===== config.mk =====
export PLATFORM = sky130hd
export DESIGN_NAME = png_text_chunk_extractor
export DESIGN_NICKNAME = d
export VERILOG_FILES = /design/src/rtl/pngx_pkg.sv /design/src/rtl/pngx_parser.sv /design/src/rtl/png_text_chunk_extractor.sv
export SDC_FILE = /design/constraint.sdc
export NUM_CORES = 1
export LEC_CHECK = 0
export BUFFER_PORTS_ARGS = -buffer_cell sky130_fd_sc_hd__buf_2
export CELL_PAD_IN_SITES_DETAIL_PLACEMENT = 1
export CELL_PAD_IN_SITES_GLOBAL_PLACEMENT = 2
export CORE_ASPECT_RATIO = 1.5
export CORE_UTILIZATION = 30
export DETAILED_ROUTE_END_ITERATION = 6
export GPL_ROUTABILITY_DRIVEN = 1
export GPL_TIMING_DRIVEN = 0
export PLACE_DENSITY = 0.63
export SYNTH_ARGS = -nofsm -noshare
export SYNTH_HDL_FRONTEND = slang
export SYNTH_SLANG_ARGS = --single-unit

===== constraint.sdc =====
create_clock -name clk_i -period 3.7 [get_ports clk_i]
set_input_delay 0.74 -clock clk_i [delete_from_list [all_inputs] [get_ports clk_i]]
set_output_delay 0.74 -clock clk_i [all_outputs]
set_load 0.1 [all_outputs]

===== src/rtl/pngx_pkg.sv =====
package pngx_pkg;

  // Result kinds carried in the low bits of the output data
  typedef enum logic [2:0] {
    KIND_TEXT   = 3'd0,
    KIND_EMPTY  = 3'd1,
    KIND_NOPNG  = 3'd2,
    KIND_NONE   = 3'd3,
    KIND_BADLEN = 3'd4
  } kind_e;

  // Parser phases, one-hot
  typedef enum logic [5:0] {
    PH_SIG  = 6'b000001,
    PH_LEN  = 6'b000010,
    PH_TYPE = 6'b000100,
    PH_SKIP = 6'b001000,
    PH_TEXT = 6'b010000,
    PH_DONE = 6'b100000
  } phase_e;

  // Chunk type "tEXt", first byte most significant
  localparam logic [31:0] TYPE_TEXT = 32'h7445_5874;

  // Every chunk ends in a four-byte CRC
  localparam logic [31:0] CRC_BYTES = 32'd4;

  // Eight-byte file signature
  localparam logic [7:0] PNG_SIG [8] = '{
    8'h89, 8'h50, 8'h4E, 8'h47, 8'h0D, 8'h0A, 8'h1A, 8'h0A
  };

  // One result from the parser
  typedef struct packed {
    logic       valid;
    kind_e      kind;
    logic [7:0] text_byte;
    logic       last;
  } pngx_res_t;

endpackage


===== src/rtl/pngx_parser.sv =====
module pngx_parser
  import pngx_pkg::*;
(
  input  logic        clk_i,
  input  logic        rst_ni,
  input  logic        accept_i,
  input  logic [7:0]  data_byte_i,
  input  logic        eos_i,
  input  logic [31:0] wanted_type_i,
  output pngx_res_t   res_o
);

  phase_e      phase_q, phase_d;
  logic [2:0]  pos_q, pos_d;
  logic [30:0] len_q, len_d;
  logic [31:0] type_q, type_d;
  logic [31:0] rem_q, rem_d;
  logic        sig_ok_q, sig_ok_d;
  logic [31:0] rem_dec;
  pngx_res_t   res;

  // Remaining-count step shared by skip and text phases
  assign rem_dec = (rem_q != 32'd0) ? (rem_q - 32'd1) : rem_q;

  // Next state and result for the byte on the input
  always_comb begin
    phase_d  = phase_q;
    pos_d    = pos_q;
    len_d    = len_q;
    type_d   = type_q;
    rem_d    = rem_q;
    sig_ok_d = sig_ok_q;
    res      = '{valid: 1'b0, kind: KIND_TEXT, text_byte: 8'd0, last: 1'b0};

    case (phase_q)
      PH_SIG: begin
        sig_ok_d = sig_ok_q & (data_byte_i == PNG_SIG[pos_q]);
        if (pos_q == 3'd7) begin
          pos_d = 3'd0;
          if (sig_ok_d) begin
            phase_d = PH_LEN;
          end else begin
            res.valid = 1'b1;
            res.kind  = KIND_NOPNG;
            phase_d   = PH_DONE;
          end
        end else begin
          pos_d = pos_q + 3'd1;
        end
      end
      PH_LEN: begin
        if (pos_q == 3'd0 && data_byte_i[7]) begin
          res.valid = 1'b1;
          res.kind  = KIND_BADLEN;
          phase_d   = PH_DONE;
        end else begin
          len_d = {len_q[22:0], data_byte_i};
          if (pos_q == 3'd3) begin
            pos_d   = 3'd0;
            type_d  = 32'd0;
            phase_d = PH_TYPE;
          end else begin
            pos_d = pos_q + 3'd1;
          end
        end
      end
      PH_TYPE: begin
        type_d = {type_q[23:0], data_byte_i};
        if (pos_q == 3'd3) begin
          pos_d = 3'd0;
          if (type_d == wanted_type_i) begin
            if (len_q == 31'd0) begin
              res.valid = 1'b1;
              res.kind  = KIND_EMPTY;
              phase_d   = PH_DONE;
            end else begin
              rem_d   = {1'b0, len_q};
              phase_d = PH_TEXT;
            end
          end else begin
            rem_d   = {1'b0, len_q} + CRC_BYTES;
            phase_d = PH_SKIP;
          end
        end else begin
          pos_d = pos_q + 3'd1;
        end
      end
      PH_SKIP: begin
        rem_d = rem_dec;
        if (rem_dec == 32'd0) begin
          len_d   = 31'd0;
          pos_d   = 3'd0;
          phase_d = PH_LEN;
        end
      end
      PH_TEXT: begin
        rem_d         = rem_dec;
        res.valid     = 1'b1;
        res.kind      = KIND_TEXT;
        res.text_byte = data_byte_i;
        res.last      = (rem_dec == 32'd0) | eos_i;
        if (rem_dec == 32'd0) begin
          phase_d = PH_DONE;
        end
      end
      default: begin
      end
    endcase

    // End of file: report a truncated stream, then start over
    if (eos_i) begin
      if (!res.valid && phase_d != PH_DONE && phase_q != PH_DONE) begin
        res.valid = 1'b1;
        res.kind  = (phase_d == PH_SIG) ? KIND_NOPNG : KIND_NONE;
      end
      phase_d  = PH_SIG;
      pos_d    = 3'd0;
      len_d    = 31'd0;
      type_d   = 32'd0;
      rem_d    = 32'd0;
      sig_ok_d = 1'b1;
    end
  end

  assign res_o = '{valid:     res.valid & accept_i,
                   kind:      res.kind,
                   text_byte: res.text_byte,
                   last:      res.last};

  // Parser state, advanced on each accepted byte
  always_ff @(posedge clk_i or negedge rst_ni) begin
    if (!rst_ni) begin
      phase_q  <= PH_SIG;
      pos_q    <= 3'd0;
      len_q    <= 31'd0;
      type_q   <= 32'd0;
      rem_q    <= 32'd0;
      sig_ok_q <= 1'b1;
    end else if (accept_i) begin
      phase_q  <= phase_d;
      pos_q    <= pos_d;
      len_q    <= len_d;
      type_q   <= type_d;
      rem_q    <= rem_d;
      sig_ok_q <= sig_ok_d;
    end
  end

  // An accepted end-of-file byte always leaves the parser at the signature start
  a_eos_restart : assert property (@(posedge clk_i) disable iff (!rst_ni)
    accept_i && eos_i |=> phase_q == PH_SIG && pos_q == 3'd0 && sig_ok_q)
    else $error("parser did not restart after end of file");

  // Once quiet, nothing more is reported until the next file
  a_done_quiet : assert property (@(posedge clk_i) disable iff (!rst_ni)
    phase_q == PH_DONE |-> !res_o.valid)
    else $error("result given while parser is quiet");

  // Payload phase always has bytes left to deliver
  a_text_count : assert property (@(posedge clk_i) disable iff (!rst_ni)
    phase_q == PH_TEXT |-> rem_q != 32'd0)
    else $error("payload phase with nothing remaining");

  // Header byte counter stays within four bytes outside the signature
  a_pos_range : assert property (@(posedge clk_i) disable iff (!rst_ni)
    phase_q != PH_SIG |-> pos_q <= 3'd3)
    else $error("header byte position out of range");

endmodule


===== src/rtl/png_text_chunk_extractor.sv =====
// PNG text chunk extractor.
// Input stream (s_axis): one file byte per request in tdata[7:0]; tlast marks
// the final byte of the file, after which the parser starts over on the next
// file. The block checks the signature, walks the chunks and sends out the
// payload bytes of the first chunk whose type matches the configuration
// register (reset value "tEXt"); all other chunks are skipped with their CRC.
// Output stream (m_axis): tdata[2:0] result kind, tdata[10:3] payload byte;
// tlast flags the final payload byte, or a payload byte cut short by the end
// of the file. Status kinds (empty chunk, not PNG, no chunk, bad length) come
// as single requests with zero data and tlast low.
// Throughput: one byte per cycle while m_axis is not stalled, set by the single state update per byte.
// Latency: a result appears on m_axis the cycle after its byte is accepted.
// The output register lets a new byte in while a result is still held; when
// the receiver stalls with a result held, s_axis_tready drops.
// Reset clears the parser to the signature start and the output to empty;
// the chunk type register returns to "tEXt". Write it only while idle.
module png_text_chunk_extractor
  import pngx_pkg::*;
(
  input  logic        clk_i,
  input  logic        rst_ni,
  // Configuration: wanted chunk type, first byte most significant
  input  logic        cfg_we_i,
  input  logic [31:0] cfg_wdata_i,
  // Input stream
  input  logic        s_axis_tvalid,
  output logic        s_axis_tready,
  input  logic [7:0]  s_axis_tdata,  // [7:0] data_byte
  input  logic        s_axis_tlast,  // end_of_stream
  // Output stream
  output logic        m_axis_tvalid,
  input  logic        m_axis_tready,
  output logic [15:0] m_axis_tdata,  // [2:0] result_kind, [10:3] text_byte, [15:11] zero
  output logic        m_axis_tlast   // last_text_byte
);

  logic [31:0] wanted_q;
  logic        out_valid_q;
  pngx_res_t   out_q;
  pngx_res_t   res;
  logic        accept;

  // Take a byte whenever the output slot is free or being emptied
  assign s_axis_tready = !out_valid_q || m_axis_tready;
  assign accept        = s_axis_tvalid && s_axis_tready;

  // Wanted chunk type register
  always_ff @(posedge clk_i or negedge rst_ni) begin
    if (!rst_ni) begin
      wanted_q <= TYPE_TEXT;
    end else if (cfg_we_i) begin
      wanted_q <= cfg_wdata_i;
    end
  end

  pngx_parser u_parser (
    .clk_i         (clk_i),
    .rst_ni        (rst_ni),
    .accept_i      (accept),
    .data_byte_i   (s_axis_tdata),
    .eos_i         (s_axis_tlast),
    .wanted_type_i (wanted_q),
    .res_o         (res)
  );

  // Output valid flag
  always_ff @(posedge clk_i or negedge rst_ni) begin
    if (!rst_ni) begin
      out_valid_q <= 1'b0;
    end else if (s_axis_tready) begin
      out_valid_q <= res.valid;
    end
  end

  // Output payload
  always_ff @(posedge clk_i) begin
    if (accept && res.valid) begin
      out_q <= res;
    end
  end

  assign m_axis_tvalid = out_valid_q;
  assign m_axis_tdata  = {5'd0, out_q.text_byte, out_q.kind};
  assign m_axis_tlast  = out_q.last;

endmodule


After elaboration in Yosys (flattened, before gate mapping) --
Memories as Yosys holds them, arrays and structs flattened. Index checks and enable logic that the tools add are counted. W data, S select, Z words.
Cells by class: $lt $le $gt $ge 1, reduce and logical (&&, ||, !) cells 23, add/subtract/negate cells 3, equal/unequal tests 17, bitwise gates (word level) 4, muxes and demuxes 45
Operator list (number):
- $mux W32 | 5
- $mux W31 | 3
- $mux W24 | 3
- $pmux W32 S2 | 1
- $pmux W31 S2 | 1
- $mux W6 | 10
- $pmux W24 S2 | 1
- $add A31 B3 Y32 const B | 1
- $eq A32 B32 Y1 | 1
- $logic_not A32 Y1 | 1
- $mux W4 | 8
- $reduce_bool A32 Y1 | 1
- $sub A32 B1 Y32 const B | 1
- $logic_not A31 Y1 | 1
- $pmux W6 S5 | 1
- $mux W8 | 2
- $pmux W4 S4 | 1
- $reduce_and A4 Y1 | 4
- $mux W3 | 5
- $eq A6 B1 Y1 const B | 2
- $ne A6 B6 Y1 const B | 2
- $pmux W3 S4 | 1
- $ne A3 B2 Y1 const B | 3
- $reduce_bool A3 Y1 | 3
- other kinds (23) | 31
Storage, ports and cells: bits in read-only memories 64, logic and storage cells 105, memories kept 1, register bits after elaboration 142, bits of input ports 46, output and inout port bits 19
Memories:
- (name not given) | words 8, width 8, rd ports 1, clocked after Yosys merged registers in 0, wr ports 0, line pngx_parser.sv:37 | sig_ok_d = sig_ok_q & (data_byte_i == PNG_SIG[pos_q]);

Logic depth before layout (Yosys ltp) --
Gate-level depths: netlist (run 1).
depth in word-level cells 16, gate-level depth with buffers 12, gate-level depth less buffers 11

Cells and area by module --
A second synthesis (run 1) with hierarchy kept.
Unflattened totals: cell total of the unflattened synthesis 901, area total of the unflattened synthesis 8475.6 µm²
By module, submodules not included:
- pngx_parser | cells each 810, seq. area each 2429.8 µm², area an instance 6661.4 µm², times used 1
- png_text_chunk_extractor | cells each 91, seq. area each 1203.7 µm², area an instance 1814.2 µm², times used 1

Worst setup path after synthesis (run 1) --
OpenSTA, ideal clock, no wires.
path kind input-to-reg, from in s_axis_tdata[2], to reg out_q (netlist bit m_axis_tdata[0]) (enable), required time 3.320 ns, arrival time 2.847 ns, buffers on the path 1, stages on the path 9, path slack 0.473 ns, setup time 0.380 ns, cells stage by stage clkbuf_1 > xor2_1 > nor4_1 > nand4_1 > nor2_1 > nand3_1 > o221a_2 > and3_1 > nor2_1
RTL lines:
- from (decl) | line png_text_chunk_extractor.sv:28 | input logic [7:0] s_axis_tdata,
- to (signal assigned) | line png_text_chunk_extractor.sv:78 | out_q <= res;
- to (decl) | line png_text_chunk_extractor.sv:39 | pngx_res_t out_q;

Worst setup path in the final report (run 1) --
from reg u_parser.rem_q[1], to reg u_parser.len_q[29]
Between the ends: longest elaborated chain between the ends 5, elaborated cells between the ends (all ways) 6, those cells by class add/sub: 1; eq/ne: 1; mux: 1; reduce/logical: 3
RTL lines:
- from (decl) | line pngx_parser.sv:17 | logic [31:0] rem_q, rem_d;
- from (signal assigned) | line pngx_parser.sv:144 | rem_q <= rem_d;
- $sub A32 B1 Y32 / $reduce_bool A32 Y1 (equally long branches) | line pngx_parser.sv:23 | assign rem_dec = (rem_q != 32'd0) ? (rem_q - 32'd1) : rem_q;
- $mux W32 (*) | line pngx_parser.sv:23
- $logic_not A32 Y1 (*) | line pngx_parser.sv:90 | if (rem_dec == 32'd0) begin
- $ne A3 B2 Y1 (no line) (*)
- $reduce_and A4 Y1 (no line) (*)
- to (signal assigned) | line pngx_parser.sv:142 | len_q <= len_d;
- to (decl) | line pngx_parser.sv:15 | logic [30:0] len_q, len_d;
Every way passes the cells marked *; elsewhere a longest branch is shown, timed or not. A chain may end at the register's enable or synchronous reset.

==> impl_results.md, run 1 <==
* Overall Global Routing Usage at 23.1%
* Setup ws final at about 0.011 ns
* Fraction of registers with async set/reset at just over 90%
* CTS buffer count at 17
* Req. time, crit path at 4.02 ns
* Max clock buf depth at 2
* I/O pin count at between 60 and 70
* Setup Skew at 0.00679 ns
* DR WL met3 at 679 um
* Max FO, Critical Path at 10
* Register area share after synthesis at 41.8%
* Clock power frac at 27.4%
* Grt ovf at 0
* Comb pwr share at 45.0%
* Maximum Capacitance Violations at 0
* Slew headroom at just under 40%
* Pwr per Cell Area at roughly 640 mW/mm2
* Area of the mapped netlist at 0.00870 mm2
* Post-synthesis cell type count at 81
* Clock slew at reported path FFs at 0.06 ns
* Worst R2R End: u_parser.len_q[29]
* Cell count after synthesis at roughly 950
* Num rows at 76
* Inst Count DP at between 1,000 and 1,500
* Drt wl/cell at 22.4 um
* CP Class: flop to flop
* Root Driver: clkbuf_16
* Warnings from Yosys at 0
* Worst-path cell chain: inv_1, ha_4, nor2b_4, nand2_2, or4_4, and4_4, nor4_2, nand4_1, nor4_4, o31ai_4, buf_6, a22o_1
* Antenna diode count at 0
* Launch point of the worst reg-to-reg path: u_parser.rem_q[1]
* Start point of the critical path: u_parser.rem_q[1]
* Internal power at about 3900 uW
* First-pass GRT wire length at 50.8 mm
* Buffers on Ports at 54
* Avg Cell Area, Syn at 9.16 um2
* Final worst-path cycle share at 99.7%
* DIE AREA at 0.0297 mm2
* Most used DFF post-synth: dfrtp_1
* Leakage power at 0.00442 uW
* Non-Filler Instances at 1,446
* Fmax at 271 MHz
* Routed wl met2 at 18.1 mm
* Vias per std cell at approximately 5.4
* Fill cells at 3,297
* Synth Register Bits at 142
* Final hold vios at 0
* Gpl congestion at 0.878
* Register area at 0.00363 mm2
* Initial Utilization at 30.4%
* Metal-1 WL at 12.5 mm
* Via Count at 7,763
* Area of the multi-input gates at 0.00493 mm2
* Final ANT Viol Nets at 0
* Die Wd at between 100 and 150 um
* Slowest CP cell: or4_4
* Post-CTS Hold Fix Bufs at 0
* Die Y at 211 um
* Sink Count at 142
* Crit start category: flop
* TritonCTS clock tree: done
* Vias in the first global route at 8,306
* Max-slew violations at 0
* EDFF count, synth at 12
* Worst Path Arrival at 4.01 ns
* RSZ-0062 raised after global routing: yes
* Sw Pwr at 2810 uW
* Worst-Margin Slew at 0.903 ns
* Seq pwr share at between 20% and 30%
* Slowest stage delay, CP at 0.57 ns
* Status: finished clean
* Worst setup endpoint: u_parser.len_q[29]
* R2R setup slack at about 0.011 ns
* Clock Latency Late Sink at about 0.44 ns
* Max rail drop VDD at 0.402 mV
* Max Used Layer: met4
* DRC viols at 0
* TritonRoute pass-1 iters at 4
* Reg2reg path depth at 12
* Post-layout nets at around 1,100
* Initial antenna violation count at 0
* Switching share of power at 42.0%
* # setup viols final at 0
* Largest net degree at the start of global routing at 86
* Place WS at -0.814 ns
* Area Overhead vs Synth at 20.3%
* Final Critical Period at 3.69 ns
* Routed WL at 32.4 mm
* Hold Crit Class: primary input to async pin
* DP Wirelength at 25.0 mm
* Htree depth at 4
* Initial DRC Count at 260
* Share of cells above drive strength 1 at 20.7%
* Floorplan Core Area at 0.0286 mm2
* CP Capture Type: flop
==> power groups by stage <==
stage | sequential (uW) | clock [uW] | combinational [uW]
2_1_floorplan | 1890 | 0 | 1700
3_3_place_gp | 1860 | 0 | 2660
3_5_place_dp | 1860 | 0 | 2650
4_1_cts | 1840 | 1880 | 2880
5_1_grt | 1870 | 1940 | 3220
6_report | 1850 | 1840 | 3010
==> cell usage in the layout, fill, tap and decap left out, types with 16 or more instances in the layout <==
cell type	netlist	layout
mux2_2	32	32
dfrtp_1	114	113
nand3_1	28	28
o21ai_0	87	86
nor3_1	33	29
inv_1	22	21
clkbuf_16	0	18
buf_2	3	56
xnor2_1	25	23
a21oi_1	34	34
dfstp_2	16	16
nor4_1	22	18
nor2_1	73	69
a22o_1	34	34
nand2_1	114	111
xor2_1	49	49
nand4_1	19	19
clkbuf_1	43	39
buf_4	5	21
==> cell families (layout without fill, tap and decap cells) <==
kind of cell             count (synthesis)  after routing  synth area share (%)
AO/OA/AOI/OAI                          223            223                  17.0
XOR/XNOR                                74             74                  7.45
adder cells (fa/ha/maj)                 12             12                  1.73
buffers and inverters                   79            182                  3.93
flip-flops                             142            142                  41.8
multiplexers                            34             34                  4.37
other                                    1              5                0.0431
AND/OR/NAND/NOR                        384            384                  23.7
==> sequential cells by signal, summed over array words and instances, names as in the netlist <==
register	cells
u_parser.rem_q	32
u_parser.type_q	24
u_parser.sig_ok_q	1
u_parser.phase_q	6
m_axis_tvalid	1
wanted_q	32
u_parser.pos_q	3
u_parser.len_q	31
m_axis_tlast	1
m_axis_tdata	11
==> final cells by class <==
cell class              count  area share (%)
multi-input cells         732            47.1
flip-flops and latches    142            34.7
clock buffers              25            5.03
well taps                 390            4.66
repair buffers             72            4.25
plain buffers              56            2.50
clock inverters             7           0.933
inverters                  22           0.789
==> worst min-delay path by stage <==
stage          cells after the start                 from             endpoint  slack [ns]
3_5_place_dp                       2  u_parser.type_q[20]  u_parser.type_q[20]        0.50
2_1_floorplan                      0               rst_ni        m_axis_tvalid        0.44
3_3_place_gp                       2  u_parser.type_q[16]  u_parser.type_q[16]        0.49
4_1_cts                            1               rst_ni        m_axis_tvalid        0.23
5_1_grt                            1               rst_ni        m_axis_tvalid        0.24
6_report                           1               rst_ni        m_axis_tvalid        0.22
==> worst max-delay path, delay by kind of cell (launching register included) <==
kind	cells	cell delay, ns
AND/OR/NAND/NOR	7	2.18
flip-flops	1	0.45
buffers and inverters	2	0.36
adder cells (fa/ha/maj)	1	0.21
AO/OA/AOI/OAI	2	0.37
==> cell usage after synthesis, drive strengths merged, types with 5 or more instances <==
cell type | n | area [um2]
inv | 22 | 82.6
nor2 | 73 | 274
edfxtp | 12 | 360
o21ai | 89 | 457
a21oi | 34 | 170
nor4 | 31 | 312
buf | 14 | 97.6
or4 | 5 | 41.3
a22o | 34 | 298
and3 | 14 | 87.6
mux2 | 32 | 360
nand2 | 115 | 434
dfstp | 16 | 420
ha | 12 | 150
and4 | 5 | 46.3
xor2 | 49 | 429
nand4 | 19 | 119
or3 | 8 | 50.1
a31oi | 9 | 56.3
o31ai | 7 | 66.3
nor3 | 36 | 201
nor2b | 5 | 31.3
and2 | 15 | 93.8
xnor2 | 25 | 219
dfrtp | 114 | 2850
nand2b | 9 | 56.3
nand3 | 29 | 150
clkbuf | 43 | 161
nand4b | 5 | 43.8
==> stage by stage <==
stage                     utilization, %  cell area (um2)  TNS, ns  hold slack [ns]  total power [uW]
after floorplan                        -             8710        0            0.444              3590
after global placement              33.1             9470   -73.04            0.488              4520
after detailed placement            33.2             9500   -49.96            0.500              4520
after CTS                           36.1            10300        0            0.235              6600
after global routing                36.6            10500    -2.41            0.239              7020
final                               36.6            10500        0            0.225              6690
==> repair_timing <==
| item | CTS | global route |
|---|---|---|
| resized for setup | 33 | 16 |
| setup buffers | 9 | 8 |
| pin swaps | 9 | 10 |
| setup endpoints to repair | 82 | 57 |
==> routing by layer <==
metal  track usage, %  vias to the layer above
li1                 -                     3648
met1             24.6                     3945
met2             44.5                      122
met3             3.70                       48
met4             9.63                        0
met5                0                        -
(Power assumes the default switching activity.)
==> run 2: changes to the inputs <==
Settings changed: ABC_AREA set to 1, CAP_MARGIN set to 20, PLACE_DENSITY 0.63 to 0.68.
==> impl_results.md, run 2 <==
* Status: finished clean
* CP Class: flop to flop
* Commonest non-fill, non-tap cell in the layout: nand2_1
* Antenna diode count at 0
* RSZ-0062 raised after global routing: no
* Buffers on Ports at between 50 and 60
* Die Wd at 148 um
* Top-count cell post-synth: nand2_1
* Largest net degree at the start of global routing at 89
* Slowest stage delay, CP at 0.38 ns
* CP Capture Type: flop
* Vias per std cell at about 5
* Hold Crit Class: primary input to async pin
* Most used DFF post-synth: dfrtp_1
* Initial Utilization at 30.7%
* Post-layout nets at 1,494
* Post-cts sizing count at 0
* Fraction of registers with async set/reset at 91.5%
* Top post-synthesis cells by area: dfrtp_1 30%, nand2_1 17%, o21ai_0 5.2%
* First-pass GRT wire length at between 50 and 60 mm
* Grt ovf at 0
* Yosys top cell area share at 29.7%
* # setup viols final at 0
* Post-CTS setup buffers at 0
* Tot Pwr at about 6700 uW
* Floorplan Core Area at 0.0312 mm2
* Worst-path cell chain: inv_1, ha_1, nand2_2, nor2_1, nand2_2, nor2_4, inv_2, buf_6, nand2_1, nand2_1, nor2_1, nand2_1, nor2_1, nand3_2, nand3_2, nand3_4, buf_6, nand2_2, o21ai_2
* Warnings from Yosys at 0
* Metal-1 WL at 13.7 mm
* Crit path buf inv count at 4
* Setup Skew at 0.0132 ns
* Sink Count at 142
* Max Used Layer: met4
* Final ANT Viol Nets at 0
* Max FO, Critical Path at 10
* Gpl congestion at 0.906
* Max-slew violations at 0
* Via Count at 9,238
* Area of the mapped netlist at slightly below 0.01 mm2
* Reg2reg path depth at 19
* Vias in the first global route at about 10,000
* Die Y at 221 um
* CTS buffer count at 17
* Routed WL at about 37 mm
* Post-CTS Hold Fix Bufs at 0
* Design Area, Final at 0.0110 mm2
* Area Overhead vs Synth at 15.0%
* Final Critical Period at 3.42 ns
* Internal power at 3640 uW
* Max rail drop VDD at 0.314 mV
* Htree depth at 4
* Slowest CP cell: dfrtp_1
* Slew headroom at a little under two fifths
* Final hold vios at 0
* Initial antenna violation count at 0
* Drt wl/cell at 20.1 um
* Share of cells above drive strength 1 at 15.0%
* Worst-Margin Slew at 0.934 ns
* Biggest regs: u_parser.rem_q x32, wanted_q x32, u_parser.len_q x31
* Clock Latency Late Sink at ~0.44 ns
* Most frequent cells in the layout: 423 x nand2_1, 127 x inv_1, 124 x nor2_1
* Fmax at 292 MHz
* EDFF count, synth at 12
* Placed Area at 0.0105 mm2
* Worst R2R End: u_parser.len_q[12]
* Clock slew at reported path FFs at about 0.070 ns
* Launch point of the worst reg-to-reg path: u_parser.rem_q[0]
* Final core occ at 35.4%
* Register area share after synthesis at 37.8%
* Req. time, crit path at 4.02 ns
* Dominant cell type by area after synthesis: dfrtp_1
* Seq pwr share at approximately 29%
* Comb pwr share at 44.2%
* Sw Pwr at between 3000 and 4000 uW
* Cell count after synthesis at 1,354
* I/O pin count at 65
* Pwr per Cell Area at between 600 and 700 mW/mm2
* Worst Path Arrival at 3.75 ns
* Avg Cell Area, Syn at 7.09 um2
* Clock power frac at 26.6%
* Switching share of power at 45.6%
* Crit start category: flop
* Max clock buf depth at 2
* Post-synthesis cell type count at 46
* Overall Global Routing Usage at between 20% and 30%
* Top delay family on crit path: simple AND/OR/NAND/NOR gates
* DIE AREA at between 0.03 and 0.04 mm2
* Num rows at a little under 80
* TritonCTS clock tree: done
* Fill cells at 4,033
* TritonRoute pass-1 iters at 4
* Routed wl met2 at 20.6 mm
* Final worst-path cycle share at between 90 and 100%
* Root Driver: clkbuf_16
* Maximum Capacitance Violations at 0
* DRC viols at 0
* Leakage power at 0.00519 uW
* DR WL met3 at 663 um
* Synth Register Bits at 142
* DP Wirelength at 30.3 mm
* Commonest cells in the netlist: 423 x nand2_1, 128 x inv_1, 124 x nor2_1
* Initial DRC Count at approximately 340
* R2R setup slack at 0.28 ns
-- run 2: cell count changes after synthesis, sizes merged, moves of 19 or more --
cell / delta
nand2: +340
o21ai: +43
nor2: +62
a22o: -34
xor2: -19
nand3: +56
inv: +107
-- run 2: per-stage QoR --
step / hold slack, ns / setup WS [ns] / std cells / TNS (ns)
floorplan: 0.444 / 0.495 / 1358 / 0
global placement: 0.482 / -0.317 / 1821 / -24.95
detailed placement: 0.491 / -0.309 / 1822 / -4.36
CTS: 0.216 / 0.101 / 1854 / 0
global route: 0.242 / 0.0535 / 1854 / 0
finish: 0.219 / 0.279 / 1854 / 0
-- run 2: layout make-up --
cell class / instances / area, um2 / share of cell area [%]
plain buffers: 56 / 284 / 2.57
clock buffers: 20 / 458 / 4.15
clock inverters: 12 / 135 / 1.22
inverters: 131 / 495 / 4.49
multi-input cells: 1029 / 5210 / 47.2
flip-flops and latches: 142 / 3630 / 32.9
well taps: 405 / 507 / 4.59
repair buffers: 59 / 324 / 2.93
-- run 2: kinds of logic after synthesis --
| logic type | Yosys count | synth area share [%] |
|---|---|---|
| other | 1 | 0.0390 |
| flip-flops | 142 | 37.8 |
| AND/OR/NAND/NOR | 767 | 35.0 |
| AO/OA/AOI/OAI | 183 | 11.4 |
| XOR/XNOR | 46 | 4.19 |
| adder cells (fa/ha/maj) | 12 | 1.56 |
| buffers and inverters | 187 | 8.08 |
| multiplexers | 16 | 1.88 |
-- run 2: power groups by stage --
stage | sequential (uW) | clock (uW) | combinational [uW]
after detailed placement | 1980 | 0 | 2970
after CTS | 1960 | 1840 | 2990
after floorplan | 1980 | 0 | 1950
after global routing | 1980 | 1880 | 3280
after global placement | 1980 | 0 | 2940
final | 1950 | 1780 | 2960
-- run 2: worst max path at each step --
| stage | end | slack [ns] | start | depth (start not counted) |
|---|---|---|---|---|
| after global routing | u_parser.rem_q[20] | 0.05 | u_parser.phase_q[1] | 13 |
| final | u_parser.len_q[12] | 0.28 | u_parser.rem_q[0] | 19 |
| after detailed placement | m_axis_tdata[7] | -0.31 | s_axis_tdata[5] | 11 |
| after CTS | m_axis_tdata[1] | 0.10 | wanted_q[5] | 10 |
| after global placement | m_axis_tdata[8] | -0.32 | s_axis_tdata[5] | 11 |
| after floorplan | u_parser.type_q[0] | 0.49 | m_axis_tvalid | 10 |
-- run 2: worst register-to-register path, cell delays in order (launching register included) --
cell     delay, ns
dfrtp_1       0.38
inv_1         0.15
ha_1          0.34
nand2_2       0.17
nor2_1        0.19
nand2_2       0.12
nor2_4        0.16
inv_2         0.11
buf_6         0.17
nand2_1       0.22
nand2_1       0.09
nor2_1        0.09
nand2_1       0.11
nor2_1        0.17
nand3_2       0.17
nand3_2       0.13
nand3_4       0.17
buf_6         0.23
nand2_2       0.07
o21ai_2       0.06
-- run 2: metal layers --
layer / vias up / track usage (%)
met3: 74 / 3.01
met5: - / 0
met2: 149 / 46.0
met4: 0 / 14.1
met1: 4465 / 24.6
li1: 4550 / -
